$ cat src/rtl/core/spk_pkg.sv
// Shared types and constants for the Speck128/128 encryption pipeline.
`default_nettype none
package spk_pkg;

	localparam int unsigned WORD_W = 64;
	// Round index width; covers round counts up to 64.
	localparam int unsigned RIDX_W = 6;
	localparam int unsigned ROT_R  = 8;
	localparam int unsigned ROT_L  = 3;
	localparam int unsigned ADDR_W = 4;

	// Register index as taken from paddr[3].
	localparam logic REG_KEY_LOW  = 1'b0;
	localparam logic REG_KEY_HIGH = 1'b1;

	typedef struct packed {
		logic [WORD_W-1:0] k0;
		logic [WORD_W-1:0] k1;
	} key_t;

	// Everything one block carries down the chain.
	typedef struct packed {
		logic [WORD_W-1:0] x;
		logic [WORD_W-1:0] y;
		key_t              key;
	} blk_t;

	function automatic logic [WORD_W-1:0] rotr(input logic [WORD_W-1:0] v);
		rotr = {v[ROT_R-1:0], v[WORD_W-1:ROT_R]};
	endfunction

	function automatic logic [WORD_W-1:0] rotl(input logic [WORD_W-1:0] v);
		rotl = {v[WORD_W-ROT_L-1:0], v[WORD_W-1:WORD_W-ROT_L]};
	endfunction

endpackage
`default_nettype wire

$ cat src/rtl/core/spk_round_cell.sv
// One Speck round cell: data round and key schedule round, registered, elastic.
`default_nettype none
module spk_round_cell
	import spk_pkg::*;
(
	input  wire logic              clk,
	input  wire logic              arst_n,
	input  wire logic [RIDX_W-1:0] round_idx,
	input  wire logic              up_valid,
	output logic                   up_ready,
	input  wire blk_t              up_blk,
	output logic                   dn_valid,
	input  wire logic              dn_ready,
	output blk_t                   dn_blk
);

	logic valid_q;
	blk_t blk_q;
	blk_t nxt;

	always_comb begin
		nxt.y      = (rotr(up_blk.y) + up_blk.x) ^ up_blk.key.k0;
		nxt.x      = rotl(up_blk.x) ^ nxt.y;
		nxt.key.k1 = (rotr(up_blk.key.k1) + up_blk.key.k0)
			^ {{(WORD_W-RIDX_W){1'b0}}, round_idx};
		nxt.key.k0 = rotl(up_blk.key.k0) ^ nxt.key.k1;
	end

	// Hold only while full and the neighbor downstream is stalled.
	assign up_ready = ~valid_q | dn_ready;

	always_ff @(posedge clk or negedge arst_n) begin
		if (!arst_n) begin
			valid_q <= 1'b0;
		end else if (up_ready) begin
			valid_q <= up_valid;
		end
	end

	always_ff @(posedge clk) begin
		if (up_ready && up_valid) begin
			blk_q <= nxt;
		end
	end

	assign dn_valid = valid_q;
	assign dn_blk   = blk_q;

endmodule
`default_nettype wire

$ cat config.mk
export PLATFORM = sky130hd
export DESIGN_NAME = spk_round_cell
export DESIGN_NICKNAME = d
export VERILOG_FILES = /design/src/rtl/core/spk_pkg.sv /design/src/rtl/core/spk_round_cell.sv
export SDC_FILE = /design/constraint.sdc
export NUM_CORES = 1
export LEC_CHECK = 0
export BUFFER_PORTS_ARGS = -buffer_cell sky130_fd_sc_hd__clkbuf_2
export CORE_AREA = 2 2 201 203
export DETAILED_ROUTE_END_ITERATION = 8
export DIE_AREA = 0 0 203 205
export GPL_TIMING_DRIVEN = 0
export PLACE_DENSITY = 0.69
export SETUP_SLACK_MARGIN = 0.02
export SYNTH_ARGS = -nofsm -noshare
export SYNTH_HDL_FRONTEND = slang
export SYNTH_SLANG_ARGS = --single-unit
$ cat constraint.sdc
create_clock -name clk -period 15.3 [get_ports clk]
set_input_delay 3.06 -clock clk [delete_from_list [all_inputs] [get_ports clk]]
set_output_delay 3.06 -clock clk [all_outputs]
set_load 0.01 [all_outputs]
==> results of run 1 <==
==> synth_stat cells, types with 7 or more instances <==
cell type	number
a21oi_1	159
nand3_1	22
xnor3_1	7
edfxtp_1	256
inv_1	34
a21o_1	62
a211oi_1	9
and3_1	17
nor2b_1	7
xnor2_1	142
a31oi_1	16
ha_1	126
nand4_1	33
nand2b_1	10
o21bai_1	26
nor2_1	73
nor3_1	22
and2_1	10
o211ai_1	10
nand2_1	107
o21ai_0	78
clkbuf_1	41
xor2_1	182
o21a_1	15
==> tightest hold or removal path, delay by kind of cell (launching register included) <==
| family | cells | cell delay (ns) |
|---|---|---|
| flops | 1 | 0.36 |
| simple gates | 2 | 0.18 |
==> area by class of cell <==
type / count / area, sq um
antenna: 7 / 17.5
buffer: 42 / 158
clock buffer: 33 / 741
clock inverter: 20 / 195
fill: 3525 / 18100
inverter: 34 / 128
multi-input combinational: 1226 / 9000
sequential: 257 / 7710
tap: 525 / 657
timing repair buffer: 526 / 2700
==> cells in the final DEF, fill, tap and decap left out, types with 45 or more instances in the layout <==
cell | netlist | routed
nor2_1 | 73 | 73
o21ai_0 | 78 | 78
clkbuf_1 | 41 | 45
xnor2_1 | 142 | 142
a21oi_1 | 159 | 159
ha_1 | 126 | 126
edfxtp_1 | 256 | 256
clkbuf_2 | 0 | 523
xor2_1 | 182 | 182
nand2_1 | 107 | 107
a21o_1 | 62 | 62
==> where the power goes <==
part	internal [mW]	total, mW	switching [mW]
clock network	0.400	0.698	0.298
registers	0.926	0.954	0.0276
logic	0.289	0.742	0.454
==> sequential cells by signal, indices dropped and copies added, names as in the netlist <==
register	count
dn_blk	256
dn_valid	1
==> cells by family (layout without fill, tap and decap cells) <==
family,after synthesis,after routing,synth area share (%)
AOI/OAI and AO/OA,442,442,16.6
other,0,7,0
buffers and inverters,76,655,1.68
xor gates and xnor gates,332,332,17.8
adders and majority gates,128,128,9.51
and+or+nand+nor,324,324,9.10
DFF,257,257,45.4
==> layer usage <==
| layer | vias to the layer above | global-route usage [%] | wire, microns |
|---|---|---|---|
| met2 | 623 | 45.7 | 27800 |
| met3 | 120 | 4.31 | 3920 |
| li1 | 6929 | - | - |
| met4 | 2 | 10.0 | 2100 |
| met1 | 6964 | 34.1 | 24100 |
| met5 | - | 0 | 14 |
==> worst paths after layout <==
path / start / to / slack, ns / cells after the start
min in group asynchronous: arst_n / dn_valid / 2.25 / 1
min reg2reg: dn_valid / dn_valid / 0.57 / 2
max reg2reg: dn_valid / dn_blk[27] / 12.92 / 4
max: up_blk[192] / dn_blk[186] / 8.56 / 14
max in group asynchronous: arst_n / dn_valid / 12.96 / 1
min: dn_valid / dn_valid / 0.57 / 2
==> through the flow <==
step	util, %	cells
after floorplan	-	1559
after global placement	51.5	2607
after detailed placement	51.7	2610
after CTS	54.1	2663
after global routing	54.1	2669
final	54.1	2670
==> metrics.md, run 1 <==
| Metric | Value |
|---|---|
| Max transition margin | 40.5% |
| Synth top area share | 45.2% |
| Post-synth EDFFs | 256 |
| Clock buffer depth | 3 |
| Starting Density | 43.2% |
| Die height | 205 microns |
| Post-CTS setup buffer count | 0 |
| Synth Instances | 1559 |
| CP endpoint kind | flop |
| Hold Crit Class | reg -> reg |
| Largest net degree at the start of global routing | 70 |
| Synth Cell Area | 0.0170 sq mm |
| Total CTS buffers | 29 |
| Final Hold Viols | 0 |
| Synth area leader | edfxtp_1 |
| Least-Margin Pin Slew | 0.888 ns |
| Via count | 14638 |
| Routed WL | 57900 microns |
| Clock-pin slew on the worst setup and hold paths | 0.06 ns |
| Pre-CTS worst setup slack | 8.16 ns |
| Design area | 0.0213 sq mm |
| Gr ovfl total | 0 |
| Minimum clock period | 6.74 ns |
| Clock Latency Late Sink | 0.57 ns |
| Post-route DRC violation count | 0 |
| Post-CTS sizing | 0 |
| Worst setup margin | 8.56 ns |
| Pins over their slew limit | 0 |
| RD Place Congestion | 0.967 |
| Core Area | 0.0394 sq mm |
| Initial antenna violation count | 10 |
| Hold bufs inserted after CTS | 0 |
| Drt first pass iters | 5 |
| Synth async-reset ratio | 0.389% |
| Ys Warns | 0 |
| Clk sink count | 257 |
| CP delay by family, top | compound AO/OA/AOI/OAI gates |
| Hpwl dp | 48400 microns |
| Post-synthesis sequential area ratio | 45.4% |
| Worst VDD drop | 0.0000775 V |
| Crit path launch type | input port |
| Vias in the first global route | 14581 |
| Die Wd | 203 microns |
| Top Ports | 524 |
| Worst path bufs/invs | 2 |
| Final Power | 2.39 mW |
| Fin Setup TNS | 0 ns |
| FP Rows | 73 |
| Outcome | complete, no violations |
| Vias per cell | 5.48 |
| Synth Register Bits | 257 |
| Pwr Density | 112 mW/mm^2 |
| Final #Nets | 2510 |
| F_max | 148 MHz |
| CTS tree | done |
| Root Driver | clkbuf_16 |
| Max cap viols | 0 |
| Iter 0 DRT Violations | 1182 |
| Worst Setup Path Type | in -> reg |
| RSZ-0062 raised after global routing | no |
| Area added between synthesis and finish | 25.4% |
| Final ANT Viol Nets | 0 |
| Htree depth | 1 |
| Synth cell types | 67 |
| DR WL/cell | 21.7 microns |
| Port-buffer cells | 523 |
| Main synth FF type | edfxtp_1 |
| Share of cells above drive strength 1 | 27.9% |
| Synthesized area per cell | 10.9 sq um |
| Syn_nets | 1953 |
| Hold_ws | 0.573 ns |
| Max Fanout on Critical Path | 5 |
| Worst path cell trace | clkbuf_2 -> ha_1 -> inv_1 -> fa_1 -> nor2b_1 -> o2111ai_1 -> a21boi_2 -> a311oi_2 -> o31ai_1 -> a31oi_1 -> or3b_1 -> a21oi_1 -> nor2_1 -> xnor2_1 |
| Dpl cell area | 0.0204 sq mm |
| Slowest stage delay, CP | 0.68 ns |
| All-Layer GR Usage | 26.7% |
| DIE AREA | 0.0416 sq mm |
| Worst Path Required | 15.68 ns |
| Leak | 9.29 nW |
| Top post-synthesis cells by area | edfxtp_1 45%, xor2_1 9.4%, ha_1 9.3% |
| Clk_skew | 0.0222 ns |
| Final Cycle Share | 44.0% |
| Critical path's slowest cell | o31ai_1 |
| Arr. time, crit path | 7.12 ns |
| Final setup vio count | 0 |
| Global-route wire length before repair | 84600 microns |
Power figures use the tool's default switching activity.
==> inputs of run 2 (changes only) <==
Settings changed: CORE_AREA 2 2 201 203 to 2 2 203 205, DIE_AREA 0 0 203 205 to 0 0 205 207, PLACE_DENSITY 0.69 to 0.71.
Clock period 15.3 ns to 5.45 ns, I/O delays scaled along.
==> metrics.md, run 2 (synthesis results as in run 1) <==
| Metric | Value |
|---|---|
| Outcome | complete, no violations |
| Sequential Power Share | 39.5% (-0.3 points) |
| R2R Path End | dn_blk[91] |
| Net Sw Power | 2.19 mW (+180%) |
| CP delay by family, top | compound AO/OA/AOI/OAI gates |
| Root Driver | clkbuf_16 |
| Worst path cell trace | clkbuf_2 -> ha_1 -> inv_1 -> fa_1 -> nor2b_1 -> o2111ai_1 -> a21boi_2 -> a311oi_2 -> o31ai_1 -> a31oi_1 -> or3b_1 -> a21oi_1 -> nor2_1 -> xnor3_1 |
| Minimum clock period | 4.75 ns |
| Die height | 207 microns (+0.98%) |
| Arr. time, crit path | 5.05 ns (-2.07 ns) |
| Max cap viols | 0 (unchanged) |
| Critical path's slowest cell | o31ai_1 |
| Clock Latency Late Sink | 0.57 ns (about the same) |
| Iter 0 DRT Violations | 1176 (-0.51%) |
| Core Area | 0.0404 sq mm (+2.5%) |
| CTS tree | done |
| Most frequent cells in the layout | 523 x clkbuf_2, 256 x edfxtp_1, 182 x xor2_1 |
| Pre-CTS worst setup slack | 0.232 ns (-7.93 ns) |
| Share of cells above drive strength 1 | 27.8% (-0.034 points) |
| Logic gate share of total power | 31.0% (about the same) |
| Final setup vio count | 0 (unchanged) |
| Clk sink count | 257 (unchanged) |
| DIE AREA | 0.0424 sq mm (+2.0%) |
| Largest net degree at the start of global routing | 70 (unchanged) |
| Worst path depth | 14 (unchanged) |
| Top Ports | 524 (unchanged) |
| Vias per cell | 5.53 (+0.83%) |
| Commonest non-fill, non-tap cell in the layout | clkbuf_2 |
| Crit path launch type | input port |
| Post-CTS sizing | 0 (unchanged) |
| Clock buffer depth | 3 (unchanged) |
| Least-Margin Pin Slew | 0.871 ns (-0.0161 ns) |
| Number of flip-flops in the largest register | 256 (unchanged) |
| Worst VDD drop | 0.000225 V (+190%) |
| Worst path bufs/invs | 2 (unchanged) |
| Final ANT Viol Nets | 0 (unchanged) |
| Die Wd | 205 microns (+0.99%) |
| RSZ-0062 raised after global routing | no |
| F_max | 210 MHz |
| Worst setup margin | 0.695 ns (-7.87 ns) |
| R2R setup slack | 3.06 ns (-9.86 ns) |
| Max transition margin | 41.9% (+1.4 points) |
| Final Cycle Share | 87.2% |
| Max Fanout on Critical Path | 5 (unchanged) |
| Clock-pin slew on the worst setup and hold paths | 0.06 ns (about the same) |
| Clk_skew | 0.00750 ns (-0.0147 ns) |
| Leak | 9.29 nW (about the same) |
| Int Pwr | 4.58 mW (+180%) |
| Global-route wire length before repair | 85900 microns (+1.6%) |
| Htree depth | 1 (unchanged) |
| Total CTS buffers | 29 (unchanged) |
| Switching Share | 32.4% (-0.17 points) |
| Power share of the clock group | 29.5% (+0.4 points) |
| Hpwl dp | 48500 microns (+0.17%) |
| Area added between synthesis and finish | 25.6% |
| Final Power | 6.77 mW (+180%) |
| All-Layer GR Usage | 26.5% (-0.19 points) |
| Port-buffer cells | 523 (unchanged) |
| Final #Nets | 2510 (unchanged) |
| Hold bufs inserted after CTS | 0 (unchanged) |
| FP Rows | 74 (+1.4%) |
| Vias in the first global route | 14723 (+0.97%) |
| Post-route DRC violation count | 0 (unchanged) |
| Final Hold Viols | 0 (unchanged) |
| RD Place Congestion | 0.949 (-1.9%) |
| Slowest stage delay, CP | 0.69 ns (about the same) |
| Post-CTS setup buffer count | 0 (unchanged) |
| DR WL/cell | 21.8 microns (+0.36%) |
| Routed WL | 58300 microns (+0.66%) |
| Pwr Density | 317 mW/mm^2 (+180%) |
| Drt first pass iters | 6 (+1) |
| Gr ovfl total | 0 (unchanged) |
| Initial antenna violation count | 9 (-1) |
| Register-to-Register Path Depth | 4 (unchanged) |
| Worst Setup Path Type | in -> reg |
| CP endpoint kind | flop |
| CP startpoint | up_blk[192] |
| Hold Crit Class | in -> async |
| Worst Path Required | 5.75 ns (-9.93 ns) |
| Hold_ws | 0.286 ns (-0.287 ns) |
| Pins over their slew limit | 0 (unchanged) |
| Starting Density | 42.1% (-1.1 points) |
| Reg-to-reg startpoint | dn_valid |
| Via count | 14803 (+1.1%) |
| Fin Setup TNS | 0 ns (unchanged) |
-- run 2: cell types whose count changed in the layout (fill, tap and decap cells not counted) --
cell / change
clkinvlp_4: +1
bufinv_16: +1
clkinv_4: -1
diode_2: +2
clkinv_2: -2
inv_8: +1
inv_6: -1
-- run 2: cell type report --
cell class                 instances  area [sq um]
inverter                          34           128
clock inverter                    19           216
sequential                       257          7710
fill                            3679         19000
clock buffer                      33           741
tap                              532           666
multi-input combinational       1226          9000
buffer                            42           158
timing repair buffer             526          2700
antenna                            9          22.5
-- run 2: worst register-to-register path, cell delays in order (launching register included) --
cell and delay (ns):
dfrtp_1 0.39, nand2b_1 0.12, and2_4 0.70, buf_16 0.40, buf_16 0.36
-- run 2: power groups by stage --
stage | Sequential, mW | Clock [mW] | Combinational, mW
5_1_grt | 2.70 | 2.10 | 2.28
4_1_cts | 2.68 | 2.03 | 2.08
6_report | 2.67 | 1.99 | 2.10
2_1_floorplan | 2.86 | 0 | 1.14
3_5_place_dp | 2.72 | 0 | 2.07
3_3_place_gp | 2.73 | 0 | 2.03
-- run 2: metal layers --
| layer | vias up | wire, microns | GRT usage (%) |
|---|---|---|---|
| met5 | - | 13 | 0 |
| met4 | 2 | 2000 | 9.92 |
| met3 | 109 | 4080 | 3.82 |
| met2 | 643 | 28000 | 45.0 |
| met1 | 7108 | 24200 | 34.2 |
| li1 | 6941 | - | - |
-- run 2: stage by stage --
step	util, %	instance area [sq um]	instances
after floorplan	-	17000	1559
after global placement	50.2	20300	2614
after detailed placement	50.4	20400	2617
after CTS	52.8	21300	2669
after global routing	52.9	21300	2676
final	52.9	21300	2678
-- run 2: worst max-delay path by stage --
stage,endpoint,slack (ns)
after detailed placement,dn_blk[250],0.23
final,dn_blk[250],0.70
after global routing,dn_blk[250],0.53
after floorplan,dn_blk[0],0.56
after CTS,dn_blk[250],0.83
after global placement,dn_blk[93],-0.65
==> inputs of run 3 (changes only) <==
==> constraint.sdc (replaced) <==
create_clock -name clk -period 5.45 [get_ports clk]
set_input_delay 0.2725 -clock clk [delete_from_list [all_inputs] [get_ports clk]]
set_output_delay 0.2725 -clock clk [all_outputs]
set_load 0.01 [all_outputs]
==> metrics.md, run 3 (synthesis results as in run 1) <==
| Metric | Value |
|---|---|
| Initial antenna violation count | 9 (unchanged) |
| Worst path cell trace | clkbuf_2 -> ha_1 -> inv_1 -> fa_1 -> nor2b_1 -> o2111ai_1 -> a21boi_2 -> a311oi_2 -> o31ai_1 -> a31oi_1 -> or3b_1 -> a21oi_1 -> nor2_1 -> xnor3_1 |
| CTS tree | done |
| Vias per cell | 5.50 (-0.47%) |
| Hold bufs inserted after CTS | 3 (+3) |
| Core Area | 0.0404 sq mm (unchanged) |
| Least-Margin Pin Slew | 0.869 ns (-0.00237 ns) |
| Worst setup margin | 1.52 ns (+0.821 ns) |
| Crit path launch type | input port |
| Max cap viols | 0 (unchanged) |
| Worst path bufs/invs | 2 (unchanged) |
| Routed WL | 58300 microns (about the same) |
| Clock Latency Late Sink | 0.58 ns (about the same) |
| Total CTS buffers | 29 (unchanged) |
| R2R setup slack | 3.05 ns (about the same) |
| Post-CTS setup buffer count | 0 (unchanged) |
| Fillers | 3676 (-0.082%) |
| DR WL/cell | 21.7 microns (-0.17%) |
| CP startpoint | up_blk[192] |
| Pwr Density | 317 mW/mm^2 (-0.17%) |
| Clk_skew | 0.00600 ns (-0.00150 ns) |
| All-Layer GR Usage | 26.5% (unchanged) |
| Largest net degree at the start of global routing | 70 (unchanged) |
| Commonest non-fill, non-tap cell in the layout | clkbuf_2 |
| F_max | 254 MHz (+21%) |
| Minimum clock period | 3.93 ns (-0.821 ns) |
| Global-route wire length before repair | 85900 microns (about the same) |
| DIE AREA | 0.0424 sq mm (unchanged) |
| Most frequent cells in the layout | 523 x clkbuf_2, 256 x edfxtp_1, 182 x xor2_1 |
| Htree depth | 1 (unchanged) |
| Clock buffer depth | 3 (unchanged) |
| Via count | 14750 (-0.36%) |
| Gr ovfl total | 0 (unchanged) |
| Number of flip-flops in the largest register | 256 (unchanged) |
| RSZ-0062 raised after global routing | no |
| Switching Share | 32.3% (-0.036 points) |
| Clock-pin slew on the worst setup and hold paths | 0.06 ns (about the same) |
| Outcome | complete, no violations |
| Arr. time, crit path | 4.23 ns (-0.82 ns) |
| Sequential Power Share | 39.5% (about the same) |
| Final #Nets | 2513 (+0.12%) |
| Port-buffer cells | 523 (unchanged) |
| Final Power | 6.77 mW (about the same) |
| FP Rows | 74 (unchanged) |
| Worst path depth | 14 (unchanged) |
| Drt first pass iters | 5 (-1) |
| Final Cycle Share | 72.2% (-15 points) |
| RD Place Congestion | 0.949 (unchanged) |
| Starting Density | 42.1% (unchanged) |
| Hold Crit Class | in -> reg |
| Final Hold Viols | 0 (unchanged) |
| Power share of the clock group | 29.5% (about the same) |
| CP endpoint kind | flop |
| Die Wd | 205 microns (unchanged) |
| Iter 0 DRT Violations | 1119 (-4.8%) |
| Pins over their slew limit | 0 (unchanged) |
| Worst Path Required | 5.75 ns (about the same) |
| Vias in the first global route | 14731 (+0.054%) |
| Worst Setup Path Type | in -> reg |
| Int Pwr | 4.58 mW (about the same) |
| Worst VDD drop | 0.000225 V (-0.10%) |
| Post-route DRC violation count | 0 (unchanged) |
| Area added between synthesis and finish | 25.8% |
| Slowest stage delay, CP | 0.69 ns (about the same) |
| Post-CTS sizing | 0 (unchanged) |
| End of the critical path | dn_blk[250] |
| Clk sink count | 257 (unchanged) |
| Root Driver | clkbuf_16 |
| Final ANT Viol Nets | 0 (unchanged) |
| Max Fanout on Critical Path | 5 (unchanged) |
| Reg-to-reg startpoint | dn_valid |
| Max transition margin | 42.1% (+0.16 points) |
| Hpwl dp | 48500 microns (unchanged) |
| Pre-CTS worst setup slack | 1.05 ns (+0.818 ns) |
| Logic gate share of total power | 31.0% (about the same) |
| Share of cells above drive strength 1 | 27.8% (-0.039 points) |
| Leak | 9.30 nW (+0.13%) |
| Top Ports | 524 (unchanged) |
| Net Sw Power | 2.19 mW (-0.14%) |
| Register-to-Register Path Depth | 4 (unchanged) |
| Critical path's slowest cell | o31ai_1 |
| Fin Setup TNS | 0 ns (unchanged) |
| R2R Path End | dn_blk[91] |
| Final setup vio count | 0 (unchanged) |
| Die height | 207 microns (unchanged) |
| CP delay by family, top | compound AO/OA/AOI/OAI gates |
-- run 3: cell count changes in the layout (fill, tap and decap cells not counted) --
cell	delta
dlygate4sd3_1	+3
-- run 3: area by class of cell --
| cell class | count | area (sq um) | share of cell area, % |
|---|---|---|---|
| Clock inverter | 19 | 216 | 1.01 |
| Antenna cell | 9 | 22.5 | 0.105 |
| Inverter | 34 | 128 | 0.597 |
| Timing Repair Buffer | 529 | 2730 | 12.8 |
| Buffer | 42 | 158 | 0.738 |
| Sequential cell | 257 | 7710 | 36.1 |
| Tap cell | 532 | 666 | 3.11 |
| Multi-Input combinational cell | 1226 | 9000 | 42.1 |
| Clock buffer | 33 | 741 | 3.47 |
-- run 3: worst reg2reg max path: cells and delay by family (launching register included) --
family / cells / cell delay, ns
AND/OR/NAND/NOR: 2 / 0.82
buffers and inverters: 2 / 0.76
flip-flops: 1 / 0.39
-- run 3: power by group through the flow --
stage / clock, mW / combinational, mW / sequential (mW)
floorplan: 0 / 1.14 / 2.86
finish: 1.99 / 2.10 / 2.67
detailed placement: 0 / 2.07 / 2.72
global placement: 0 / 2.03 / 2.73
global route: 2.10 / 2.28 / 2.70
CTS: 2.03 / 2.09 / 2.68
-- run 3: worst min-delay path by stage --
stage	start	depth (start not counted)	slack, ns	end
floorplan	arst_n	0	-0.02	dn_valid
global placement	arst_n	1	0.05	dn_valid
detailed placement	arst_n	1	0.06	dn_valid
CTS	dn_ready	3	0.0007	dn_valid
global route	up_blk[230]	2	0.01	dn_blk[233]
finish	dn_ready	3	0.02	dn_valid
-- run 3: layer usage --
metal  share of wire [%]  track usage [%]
met3                 6.8             3.85
met1                  42             34.2
met4                 3.5             9.95
met2                  48             45.0
met5               0.022                0
-- run 3: metrics by stage --
stage / cell area, sq um / cells / hold WS, ns / util [%]
finish: 21400 / 2681 / 0.0220 / 52.9
global route: 21400 / 2679 / 0.0134 / 52.9
CTS: 21300 / 2672 / 0.000685 / 52.9
detailed placement: 20400 / 2617 / 0.0557 / 50.4
global placement: 20300 / 2614 / 0.0531 / 50.2
floorplan: 17000 / 1559 / -0.0231 / -
