<file path="config.mk">
export PLATFORM = sky130hd
export DESIGN_NAME = spk_key_regs
export DESIGN_NICKNAME = d
export VERILOG_FILES = /design/src/rtl/core/spk_pkg.sv /design/src/rtl/core/spk_key_regs.sv
export SDC_FILE = /design/constraint.sdc
export NUM_CORES = 1
export LEC_CHECK = 0
export BUFFER_PORTS_ARGS = -buffer_cell sky130_fd_sc_hd__buf_2
export CORE_MARGIN = 4
export CORE_UTILIZATION = 43
export CTS_BUF_LIST = sky130_fd_sc_hd__clkbuf_16
export DETAILED_ROUTE_END_ITERATION = 12
export PLACE_DENSITY = 0.78
export RECOVER_POWER = 25
export SETUP_SLACK_MARGIN = 0.02
export SLEW_MARGIN = 20
export SYNTH_ARGS = -nofsm -noshare
export SYNTH_HDL_FRONTEND = slang
export SYNTH_SLANG_ARGS = --single-unit
</file>
<file path="constraint.sdc">
create_clock -name clk -period 1.11 [get_ports clk]
set_clock_uncertainty 0.1 [all_clocks]
set_input_delay 0.1665 -clock clk [delete_from_list [all_inputs] [get_ports clk]]
set_output_delay 0.1665 -clock clk [all_outputs]
set_load 0.05 [all_outputs]
</file>
<file path="src/rtl/core/spk_pkg.sv">
// Shared types and constants for the Speck128/128 encryption pipeline.
`default_nettype none
package spk_pkg;

	localparam int unsigned WORD_W = 64;
	// Round index width; covers round counts up to 64.
	localparam int unsigned RIDX_W = 6;
	localparam int unsigned ROT_R  = 8;
	localparam int unsigned ROT_L  = 3;
	localparam int unsigned ADDR_W = 4;

	// Register index as taken from paddr[3].
	localparam logic REG_KEY_LOW  = 1'b0;
	localparam logic REG_KEY_HIGH = 1'b1;

	typedef struct packed {
		logic [WORD_W-1:0] k0;
		logic [WORD_W-1:0] k1;
	} key_t;

	// Everything one block carries down the chain.
	typedef struct packed {
		logic [WORD_W-1:0] x;
		logic [WORD_W-1:0] y;
		key_t              key;
	} blk_t;

	function automatic logic [WORD_W-1:0] rotr(input logic [WORD_W-1:0] v);
		rotr = {v[ROT_R-1:0], v[WORD_W-1:ROT_R]};
	endfunction

	function automatic logic [WORD_W-1:0] rotl(input logic [WORD_W-1:0] v);
		rotl = {v[WORD_W-ROT_L-1:0], v[WORD_W-1:WORD_W-ROT_L]};
	endfunction

endpackage
`default_nettype wire

</file>
<file path="src/rtl/core/spk_key_regs.sv">
// APB key register file: two 64-bit key words.
`default_nettype none
module spk_key_regs
	import spk_pkg::*;
(
	input  wire logic              clk,
	input  wire logic              arst_n,
	input  wire logic              psel,
	input  wire logic              penable,
	input  wire logic              pwrite,
	input  wire logic [ADDR_W-1:0] paddr,
	input  wire logic [WORD_W-1:0] pwdata,
	output logic      [WORD_W-1:0] prdata,
	output logic                   pready,
	output key_t                   key
);

	logic [WORD_W-1:0] key_low_q;
	logic [WORD_W-1:0] key_high_q;
	logic              wr_en;

	assign pready = 1'b1;
	assign wr_en  = psel & penable & pwrite & pready;

	// Low address bits are byte offsets inside a 64-bit register.
	always_ff @(posedge clk or negedge arst_n) begin
		if (!arst_n) begin
			key_low_q  <= '0;
			key_high_q <= '0;
		end else if (wr_en) begin
			case (paddr[3])
				REG_KEY_LOW:  key_low_q  <= pwdata;
				REG_KEY_HIGH: key_high_q <= pwdata;
				default: ;
			endcase
		end
	end

	always_comb begin
		case (paddr[3])
			REG_KEY_LOW:  prdata = key_low_q;
			REG_KEY_HIGH: prdata = key_high_q;
			default:      prdata = '0;
		endcase
	end

	assign key.k0 = key_low_q;
	assign key.k1 = key_high_q;

endmodule
`default_nettype wire

</file>
==> results of run 1 <==
==> metal layers <==
layer	track usage [%]	GRT overflow
met1	72.6	0
met3	50.7	1
met2	94.9	71
met5	7.64	0
met4	80.2	65
==> cells by family after synthesis <==
| family | synth area share, % |
|---|---|
| mux | 41.3 |
| flops | 55.4 |
| buf+inv | 2.81 |
| simple gates | 0.519 |
| other cells | 0.0648 |
==> cells in the mapped netlist <==
library cell  count  area [sq um]
conb_1            1          3.75
mux2_1            5          56.3
nand4b_1          1          8.76
dfrtp_1         128          3200
buf_6             6          67.6
buf_4             8          60.1
nand4_4           1          21.3
buf_2             7          35.0
mux2_4           60           901
mux2_2          127          1430
==> through the flow <==
stage / hold slack (ps) / utilization (%) / setup WS [ps] / setup TNS [ps] / cell area [sq um]
4_1_cts: 42.8 / 91.4 / -441 / -59780 / 12100
2_1_floorplan: -229 / - / -77.2 / -5680 / 6250
3_3_place_gp: -69.8 / 65.2 / -404 / -56820 / 8600
3_5_place_dp: -69.0 / 65.2 / -425 / -60040 / 8600
==> repair_timing <==
action                                 CTS
hold buffers                            65
endpoints found under the hold margin  256
setup buffers                           23
resized for setup                      618
setup endpoints to repair              192
==> metrics.md, run 1 <==
| Metric | Value |
|---|---|
| Status | stopped before the end |
| Last stage | 5_1_grt |
| Log Error | [ERROR GRT-0232] Routing congestion too high. Check the congestion heatmap in the GUI. |
| GPL Wtd Cong | 0.827 |
| Yosys reg bits | roughly 130 |
| Worst_ep kind | output port |
| Initial core utilization | a little over two fifths |
| Total CTS buffers | 17 |
| Synth unique cells | 10 |
| IO Pins | 266 |
| Clock sink count | about 130 |
| Syn. warnings | 0 |
| Sequential share of the synthesized area | between 50% and 60% |
| HPWL after DPL | 12000 microns |
| Die height | roughly 120 microns |
| Post-synthesis net count | between 400 and 500 |
| Post-Synthesis Cells | around 340 |
| H-tree lvl count | 4 |
| Remaining global-route overflow | between 100 and 150 |
| Max Buffers Root-to-Sink | 2 |
| Initial antenna violation count | 1 |
| Die outline width | roughly 120 microns |
| IO buf count | 261 |
| CTS root buffer | clkbuf_16 |
| Mapped Area | a little under 6000 sq um |
| Syn Area/Cell | around 17 sq um |
| Largest net degree at the start of global routing | 65 |
| Floorplan row count | between 40 and 50 |
| Worst EP post-GRT repair | prdata[20] |
| Tot GR Track Use | between 70% and 80% |
| DP Cell Count | 886 |
==> inputs of run 2 (changes only) <==
--- a/config.mk
+++ b/config.mk
@@ -7,12 +7,10 @@
 export LEC_CHECK = 0
 export BUFFER_PORTS_ARGS = -buffer_cell sky130_fd_sc_hd__buf_2
 export CORE_MARGIN = 4
-export CORE_UTILIZATION = 43
-export CTS_BUF_LIST = sky130_fd_sc_hd__clkbuf_16
+export CORE_UTILIZATION = 35
 export DETAILED_ROUTE_END_ITERATION = 12
-export PLACE_DENSITY = 0.78
+export PLACE_DENSITY_LB_ADDON = 0.15
 export RECOVER_POWER = 25
-export SETUP_SLACK_MARGIN = 0.02
 export SLEW_MARGIN = 20
 export SYNTH_ARGS = -nofsm -noshare
 export SYNTH_HDL_FRONTEND = slang
==> constraint.sdc (replaced) <==
create_clock -name clk -period 1.4 [get_ports clk]
set_clock_uncertainty 0.1 [all_clocks]
set_input_delay 0.21 -clock clk [delete_from_list [all_inputs] [get_ports clk]]
set_output_delay 0.21 -clock clk [all_outputs]
set_load 0.05 [all_outputs]
==> run 2 against run 1 <==
Against the previous run: the flow now finishes, with violations (setup timing); synthesized cell count is the same; synthesized area stayed put.
==> metrics.md, run 2 <==
| Metric | Value |
|---|---|
| Most frequent cell after synthesis | dfrtp_1 |
| GPL Wtd Cong | approximately 0.72 |
| Crit share post-route | 116% |
| Largest net degree at the start of global routing | between 60 and 70 |
| CTS tree | built |
| Min-Delay Path Class | in2async |
| Achievable frequency | about 620 MHz |
| Global-route wire length before repair | about 30000 microns |
| Synth unique cells | 10 |
| Vias | just under 5000 |
| Initial antenna violation count | 0 |
| Final WS setup | -224 ps |
| Syn. warnings | 0 |
| Commonest cells after routing, fill and taps aside | buf_8, dfrtp_1, buf_6 |
| PD cells | 1940 nW/um^2 |
| Total leakage power | ~0.0058 uW |
| CP Launch Type | flip-flop |
| Top cell type's share of synthesized area | between 50% and 60% |
| Worst R2R Path Depth | 4 |
| Setup TNS | -10770 ps |
| Post-Synthesis Cells | 344 |
| Critical Path End Type | primary output |
| Commonest cells in the synthesized netlist | dfrtp_1, mux2_2, mux2_4 |
| Tot GR Track Use | between 20% and 30% |
| Min Tclk post-route | approximately 1600 ps |
| CP required | 1090 ps |
| Commonest non-fill, non-tap cell in the layout | buf_8 |
| Remaining global-route overflow | 0 |
| Violation count after the first detailed-route iteration | ~130 |
| Post-synthesis net count | roughly 420 |
| WL met2 | approximately 11000 microns |
| ANT nets after route | 0 |
| Crit path max-delay cell type | dfrtp_1 |
| Post-synth EDFFs | 0 |
| Area added between synthesis and finish | 101% |
| Number of global-route vias before repair | roughly 5300 |
| DRC viols | 0 |
| Mapped Area | ~5800 sq um |
| Crit path kind | reg2out |
| H-tree lvl count | 4 |
| Floorplan row count | between 40 and 50 |
| Max Slew Vio Count | 0 |
| CTS clock-pin slew for the worst setup and hold paths | 60 ps |
| IO buf count | about 260 |
| Wire per inst | around 20 microns |
| Largest area contributor in the netlist | dfrtp_1 |
| Fin cells | ~1000 |
| DRT Pass-1 Iters | 4 |
| Finished Core Util | between 70% and 80% |
| Met1 Wirelength | approximately 7600 microns |
| CP max FO | 2 |
| Sequential share of the synthesized area | a little under three fifths |
| HPWL after DPL | roughly 11000 microns |
| Cell chain of the critical path | mux2_4, buf_8 |
| Die height | between 100 and 150 microns |
| Max-cap violations | 0 |
| FILL cells | about 970 |
| Total die area | 18700 sq um |
| Failing checks | setup timing |
| Syn Area/Cell | 16.8 sq um |
| N_diodes | 0 |
| Clock sink count | about 130 |
| Area contributors post-synth | dfrtp_1, mux2_2, mux2_4, buf_6, buf_4 |
| Routed WL | approximately 21000 microns |
| Layout cell share with drive strength beyond 1 | 75.0% |
| Total CTS buffers | 17 |
| Clock Latency Late Sink | about 400 ps |
| Main synth FF type | dfrtp_1 |
| Status | finished, violations left |
| NumNets Final | ~870 |
| Slew @ Worst Pin | about 570 ps |
| RSZ-0062 raised after global routing | true |
| Placed cell area | around 7400 sq um |
| Peak supply drop | about 0.0011 V |
| Die outline width | around 140 microns |
| Initial core utilization | between 30% and 40% |
| Yosys reg bits | 128 |
| Hold Fails Final Rpt | 0 |
| Crit path arrival time | 1310 ps |
| Post-synthesis async set-or-reset flop share | between 90% and 100% |
| DP Cell Count | between 800 and 900 |
| Largest regs | key_high_q (64), key_low_q (64) |
| Max stage delay on crit path | approximately 440 ps |
| Max Buffers Root-to-Sink | 2 |
| CTS root buffer | clkbuf_16 |
| Setup violations, final | 88 |
| Rel. slew slack | between 60% and 70% |
| DR top layer | met4 |
| Final non-filler cell area | around 12000 sq um |
| IO Pins | between 200 and 300 |
| Core Footprint | between 15000 and 20000 sq um |
| Met3 wire len | between 1000 and 1500 microns |
| Via density | 4.73 |
run 2: power by group:
group / internal [uW] / switching [uW] / total [uW]
clock network: 3040 / 1600 / 4640
registers: 4530 / 735 / 5260
logic: 5840 / 6780 / 12600
total: 13400 / 9120 / 22500
run 2: repair_timing:
action	4_1_cts	5_1_grt
hold buffers	65	0
setup buffers	89	55
setup endpoints to repair	97	180
gates resized for setup	451	203
hold endpoints to repair	256	0
run 2: per-layer routing:
layer	up-vias	global-route usage, %
met5	-	0
met4	0	7.95
met3	51	5.88
met2	211	36.0
met1	2448	23.6
li1	2142	-
run 2: cells by family after synthesis:
group	after synthesis	share of synthesized area [%]
AND/OR/NAND/NOR	2	0.519
flip-flops	128	55.4
buffers and inverters	21	2.81
other	1	0.0648
multiplexers	192	41.3
run 2: critical path: cells and delay by family, from the launching register on:
| family | cells | cell delay, ps |
|---|---|---|
| buffers and inverters | 1 | 150 |
| DFF | 1 | 440 |
| muxes | 1 | 310 |
run 2: cell type report:
type	count	area (sq um)	area share, %
Timing Repair Buffer	454	4930	42.4
Sequential cell	128	3200	27.5
Multi-Input combinational cell	195	2610	22.4
Clock buffer	24	502	4.31
Tap cell	216	270	2.32
Clock inverter	8	126	1.09
run 2: worst paths after layout:
check,endpoint,slack (ps),start
max in group asynchronous,key_high_q[37],260,arst_n
hold reg to reg,key_high_q[46],430,key_high_q[46]
hold / removal,key_high_q[5],220,arst_n
setup reg to reg,key_low_q[24],170,key_low_q[24]
setup / recovery,prdata[23],-220,key_low_q[23]
min in group clk,key_high_q[39],340,penable
run 2: stage by stage:
step                      setup slack (ps)  hold slack [ps]  power (uW)
final                                 -224              224       22500
after global routing                  -249              269       23300
after CTS                             -201              133       21200
after detailed placement              -232             33.4       13100
after global placement                -213             28.1       13100
after floorplan                       52.4             -186       11200
Power figures use the tool's default switching activity.
==> inputs of run 3 (changes only) <==
==> constraint.sdc (replaced) <==
create_clock -name clk -period 1.4 [get_ports clk]
set_clock_uncertainty 0.1 [all_clocks]
set_input_delay 0 -clock clk [delete_from_list [all_inputs] [get_ports clk]]
set_output_delay 0 -clock clk [all_outputs]
set_load 0.05 [all_outputs]
==> run 3 against run 2 <==
Against the previous run: the run now ends clean; critical path type unchanged; critical endpoint is now prdata[12]; global-route usage fell by 4.3 points; power fell by 19%; routed wire length fell by 23%; utilization fell by 16 points; final area fell by 22%; fmax rose by 18%; count of clock-buffer cells in the layout fell by 1.
==> metrics.md, run 3 (synthesis results as in run 2) <==
| Metric | Value |
|---|---|
| Status | finished, final reports clean |
| Largest net degree at the start of global routing | 65 |
| CTS root buffer | clkbuf_16 |
| Commonest cells after routing, fill and taps aside | buf_2, dfrtp_1, mux2_2 |
| Largest regs | key_high_q (64), key_low_q (64) |
| Slew @ Worst Pin | ~750 ps |
| Clock power frac | between 20% and 30% |
| CP Launch Type | flip-flop |
| Peak supply drop | about 0.0012 V |
| Crit path arrival time | about 1300 ps |
| Placed cell area | 7350 sq um |
| DRC viols | 0 |
| Hold Fails Final Rpt | 0 |
| Share of power burned in registers | between 20 and 30% |
| Violation count after the first detailed-route iteration | 77 |
| IO Pins | between 200 and 300 |
| Cell Int Power | approximately 10000 uW |
| Max Slew Vio Count | 0 |
| Area added between synthesis and finish | 56.2% |
| Sw Ratio | 44.5% |
| IO buf count | ~260 |
| Global-route wire length before repair | about 23000 microns |
| HPWL after DPL | ~10000 microns |
| Flop2flop setup slack | 350 ps |
| Total CTS buffers | 17 |
| Min Tclk post-route | around 1400 ps |
| Floorplan row count | between 40 and 50 |
| N_diodes | 0 |
| Setup violations, final | 0 |
| Tot GR Track Use | 16.2% |
| NumNets Final | a little under 800 |
| Total leakage power | 0.00446 uW |
| Crit path max-delay cell type | dfrtp_1 |
| Die height | ~140 microns |
| Comb pwr share | between 40% and 50% |
| Setup TNS | 0 ps |
| CTS tree | built |
| Final non-filler cell area | 9040 sq um |
| Hold wc startpoint | paddr[3] |
| RR Endpoint | key_high_q[12] |
| Worst Hold Path EP | key_high_q[52] |
| Critical Path End Type | primary output |
| Total die area | approximately 19000 sq um |
| Design Power | ~18000 uW |
| Number of global-route vias before repair | between 4000 and 5000 |
| Switching Power | ~8100 uW |
| RSZ-0062 raised after global routing | true |
| Routed WL | approximately 16000 microns |
| Crit path kind | reg2out |
| H-tree lvl count | 4 |
| Clock Latency Late Sink | about 400 ps |
| RR Startpoint | key_high_q[12] |
| Commonest non-fill, non-tap cell in the layout | buf_2 |
| DRT Pass-1 Iters | 4 |
| PD cells | 2010 nW/um^2 |
| Via density | approximately 4.6 |
| Wire per inst | ~17 microns |
| Crit share post-route | 98.5% |
| CP max FO | 3 |
| Core Footprint | ~16000 sq um |
| Initial antenna violation count | 0 |
| CP required | between 1000 and 1500 ps |
| Initial core utilization | 36.0% |
| Rel. slew slack | between 50% and 60% |
| Layout cell share with drive strength beyond 1 | between 60% and 70% |
| Max Buffers Root-to-Sink | 2 |
| GPL Wtd Cong | slightly above 0.7 |
| Die outline width | between 100 and 150 microns |
| Clock sink count | ~130 |
| Max-cap violations | 0 |
| Vias | roughly 4300 |
| ANT nets after route | 0 |
| CTS clock-pin slew for the worst setup and hold paths | ~60 ps |
| Remaining global-route overflow | 0 |
| Worst R2R Path Depth | 2 |
| Cell chain of the critical path | mux2_2, buf_4 |
| Min-Delay Path Class | in2reg |
| Max stage delay on crit path | between 400 and 500 ps |
| Achievable frequency | ~730 MHz |
| Worst Hold Path Cells | 3 |
-- run 3: changes by cell type in the layout (fill, tap and decap cells not counted), moves of 2 or more --
cell / change
buf_8: -138
buf_2: +124
mux2_4: -85
buf_6: -60
mux2_2: +47
mux2_1: +38
clkbuf_4: -21
buf_4: +12
clkbuf_2: -3
buf_12: -2
clkbuf_8: -2
clkinv_2: +2
-- run 3: final cells by class --
| type | count | area (sq um) |
|---|---|---|
| Tap cell | 216 | 270 |
| Fill cell | 1323 | 7020 |
| Timing Repair Buffer | 367 | 2690 |
| Clock inverter | 9 | 108 |
| Sequential cell | 128 | 3200 |
| Multi-Input combinational cell | 195 | 2290 |
| Clock buffer | 23 | 478 |
-- run 3: timing repair --
action | 4_1_cts | 5_1_grt
gates resized for setup | 33 | 117
pin swaps | 0 | 0
hold endpoints to repair | 256 | 0
setup buffers | 6 | 25
cloned | 0 | 0
endpoints found under the setup margin | 32 | 64
hold buffers | 66 | 0
-- run 3: worst max-delay path by stage --
stage,from,to,slack (ps)
after floorplan,key_low_q[0],prdata[0],260
after global placement,paddr[3],key_low_q[57],10
after detailed placement,paddr[3],key_low_q[58],-8
after CTS,key_low_q[6],prdata[6],0.2
after global routing,key_high_q[12],prdata[12],-20
final,key_high_q[12],prdata[12],20
-- run 3: critical path: cells and delay by family, from the launching register on --
family / cells / cell delay [ps]
buf+inv: 1 / 190
flops: 1 / 410
mux: 1 / 280
-- run 3: per-layer routing --
| layer | vias up | share of wire [%] | track usage [%] |
|---|---|---|---|
| met5 | - | 0 | 0 |
| met4 | 0 | 2.7 | 7.00 |
| met3 | 36 | 6.1 | 4.01 |
| met2 | 171 | 50 | 27.6 |
| met1 | 2108 | 41 | 19.4 |
| li1 | 1971 | - | - |
-- run 3: through the flow --
stage | setup slack (ps) | hold WS (ps) | std cells | util, %
after floorplan | 262 | -396 | 344 | -
after global placement | 13.9 | -170 | 809 | 45.7
after detailed placement | -7.90 | -161 | 809 | 45.7
after CTS | 0.237 | 14.1 | 913 | 54.3
after global routing | -21.5 | 30.0 | 938 | 56.3
final | 20.8 | 43.1 | 938 | 56.3
-- run 3: power groups by stage --
| stage | sequential (uW) | clock, uW | combinational (uW) |
|---|---|---|---|
| final | 5170 | 4300 | 8700 |
| after global placement | 5210 | 0 | 7790 |
| after floorplan | 8000 | 0 | 3210 |
| after global routing | 5280 | 4610 | 9030 |
| after CTS | 5180 | 4430 | 8220 |
| after detailed placement | 5230 | 0 | 7830 |
==> inputs of run 4 (changes only) <==
--- a/config.mk
+++ b/config.mk
@@ -5,10 +5,12 @@
 export SDC_FILE = /design/constraint.sdc
 export NUM_CORES = 1
 export LEC_CHECK = 0
+export ABC_AREA = 1
 export BUFFER_PORTS_ARGS = -buffer_cell sky130_fd_sc_hd__buf_2
 export CORE_MARGIN = 4
 export CORE_UTILIZATION = 35
 export DETAILED_ROUTE_END_ITERATION = 12
+export MAX_ROUTING_LAYER = met4
 export PLACE_DENSITY_LB_ADDON = 0.15
 export RECOVER_POWER = 25
 export SLEW_MARGIN = 20
==> constraint.sdc (replaced) <==
create_clock -name clk -period 1.22 [get_ports clk]
set_clock_uncertainty 0.1 [all_clocks]
set_input_delay 0 -clock clk [delete_from_list [all_inputs] [get_ports clk]]
set_output_delay 0 -clock clk [all_outputs]
set_load 0.05 [all_outputs]
==> run 4 against run 3 <==
Against the previous run: the run now ends with setup timing left; critical path depth rose by 1; count of clock-buffer cells in the layout fell by 5; synthesized cell count rose by 120%; synthesized area rose by 0.99%; clock power rose by 12%; critical path type unchanged; critical endpoint is now prdata[18]; largest cell class is now non-clock buffers.
==> metrics.md, run 4 <==
| Metric | Value |
|---|---|
| Status | finished, violations left |
| Failing checks | setup timing |
| Total CTS buffers | 17 |
| Register area | 3200 sq um |
| CTS tree | built |
| Clock Latency Late Sink | around 400 ps |
| Core Footprint | approximately 16000 sq um |
| IO buf count | ~260 |
| Remaining global-route overflow | 0 |
| CP required | 1120 ps |
| Sequential share of the synthesized area | between 50% and 60% |
| Area contributors post-synth | dfrtp_1, nand2_1, nand3_1, buf_2, buf_4 |
| Placed cell area | about 7600 sq um |
| Layout cell share with drive strength beyond 1 | about a third |
| Synth unique cells | 12 |
| Clock sink count | roughly 130 |
| Initial antenna violation count | 0 |
| Crit path arrival time | ~1100 ps |
| Mapped Area | between 5000 and 6000 sq um |
| Largest net degree at the start of global routing | 72 |
| Total leakage power | 0.00555 uW |
| Critical Path End Type | primary output |
| Cts-stage hold buffer count | approximately 70 |
| Post-synthesis net count | 839 |
| Area of the multi-input gates | 2380 sq um |
| HPWL after DPL | 12500 microns |
| Largest area contributor in the netlist | dfrtp_1 |
| Crit path max-delay cell type | dfrtp_1 |
| Syn. warnings | 0 |
| Tot GR Track Use | 21.4% |
| Setup WS pre-CTS | 89.1 ps |
| Buf/Inv on CP | 1 |
| Met3 Track Usage GR | under 10% |
| Post-synthesis async set-or-reset flop share | 100% |
| Family with the most delay on the worst path | flip-flops |
| Floorplan row count | 46 |
| Syn Area/Cell | approximately 7.6 sq um |
| Achievable frequency | 811 MHz |
| DRT Pass-1 Iters | 5 |
| Finished Core Util | between 60 and 70% |
| Commonest cells after routing, fill and taps aside | nand2_1, buf_2, nand3_1, dfrtp_1, buf_6 |
| Final WS setup | -13.2 ps |
| Slew @ Worst Pin | about 740 ps |
| N_diodes | 0 |
| Cell chain of the critical path | nand2_1, nand2_1, buf_6 |
| Peak supply drop | 0.000955 V |
| Max Slew Vio Count | 0 |
| Post-Synthesis Cells | about 770 |
| Met2 Track Usage GR | 33.3% |
| Violation count after the first detailed-route iteration | ~310 |
| Max stage delay on crit path | around 390 ps |
| Initial core utilization | 36.3% |
| Total die area | roughly 19000 sq um |
| Vias | around 6400 |
| Max Buffers Root-to-Sink | 2 |
| CP max FO | 3 |
| IO Pins | between 200 and 300 |
| ANT nets after route | 0 |
| Global routing's busiest layer | met2 |
| RSZ-0062 raised after global routing | true |
| Commonest cells in the synthesized netlist | nand2_1, dfrtp_1, nand3_1 |
| Post-synth EDFFs | 0 |
| Met1 usage | between 20% and 30% |
| Setup violations, final | 4 |
| Rel. slew slack | roughly 50% |
| NumNets Final | around 1200 |
| GPL Wtd Cong | about 0.76 |
| Die outline width | 137 microns |
| CP Launch Type | flip-flop |
| Top cell type's share of synthesized area | a little over half |
| Min-Delay Path Class | in2reg |
| FILL cells | 1414 |
| Yosys reg bits | roughly 130 |
| Design Power | 19100 uW |
| Max-cap violations | 0 |
| Area added between synthesis and finish | 67.0% |
| Main synth FF type | dfrtp_1 |
| Die height | between 100 and 150 microns |
| CTS clock-pin slew for the worst setup and hold paths | ~60 ps |
| CTS root buffer | clkbuf_16 |
| Crit path kind | reg2out |
| Most frequent CP cell | nand2_1 |
| Global-route wire length before repair | around 31000 microns |
| DRC viols | 0 |
| Number of global-route vias before repair | 6017 |
| Via density | 4.67 |
| Largest regs | key_high_q (64), key_low_q (64) |
| Final non-filler cell area | around 9800 sq um |
| Wire per inst | ~15 microns |
| Crit share post-route | 101% |
| PD cells | between 1500 and 2000 nW/um^2 |
| Routed WL | about 20000 microns |
| H-tree lvl count | 4 |
| Min Tclk post-route | about 1200 ps |
| Hold Fails Final Rpt | 0 |
| Hold Slack | ~9.2 ps |
| Most frequent cell after synthesis | nand2_1 |
| Commonest non-fill, non-tap cell in the layout | nand2_1 |
==> run 4: through the flow <==
step | setup TNS [ps] | instances
finish | -30.5 | 1367
global route | -2610 | 1367
CTS | -225 | 1330
detailed placement | 0 | 1215
global placement | 0 | 1215
floorplan | 0 | 766
==> run 4: cell type report <==
type                            count  share of cell area [%]
Timing Repair Buffer              408                    34.1
Sequential cell                   128                    32.8
Multi-Input combinational cell    581                    24.4
Clock buffer                       18                    4.40
Tap cell                          216                    2.77
Clock inverter                     14                    1.37
Inverter                            2                   0.103
==> run 4: final timing paths <==
kind                           startpoint             end  slack [ps]  cells after the start
setup / recovery           key_high_q[18]      prdata[18]         -10                      3
hold / removal                   paddr[3]   key_low_q[20]           9                      5
setup reg to reg           key_high_q[58]  key_high_q[58]         230                      4
hold reg to reg            key_high_q[24]  key_high_q[24]         390                      2
max in group asynchronous          arst_n   key_high_q[5]         220                      3
min in group asynchronous          arst_n  key_high_q[45]          80                      2
==> run 4: cells by family after synthesis <==
family | share of synthesized area [%]
and+or+nand+nor | 40.2
DFF | 54.8
buffers and inverters | 4.95
other | 0.0642
==> run 4: worst min-delay path: stages <==
cell,delay (ps)
buf_4,140
inv_4,110
nand4_4,120
nand2_1,60
nand2_1,50
==> run 4: metal layers <==
layer	share of wire, %	vias up
li1	-	3156
met1	46	2994
met2	48	214
met3	5.6	14
met4	0.81	0
met5	0	-
==> run 4: power by group <==
part | internal (uW) | switching [uW] | total, uW
logic | 2550 | 6000 | 8550
clock network | 2830 | 1990 | 4810
registers | 5050 | 702 | 5750
total | 10400 | 8680 | 19100
==> run 4: timing repair <==
item | in CTS | in global routing
setup buffers | 14 | 34
gates resized for setup | 130 | 50
cloned | 0 | 3
pin swaps | 38 | 49
endpoints found under the setup margin | 66 | 223
endpoints found under the hold margin | 256 | 20
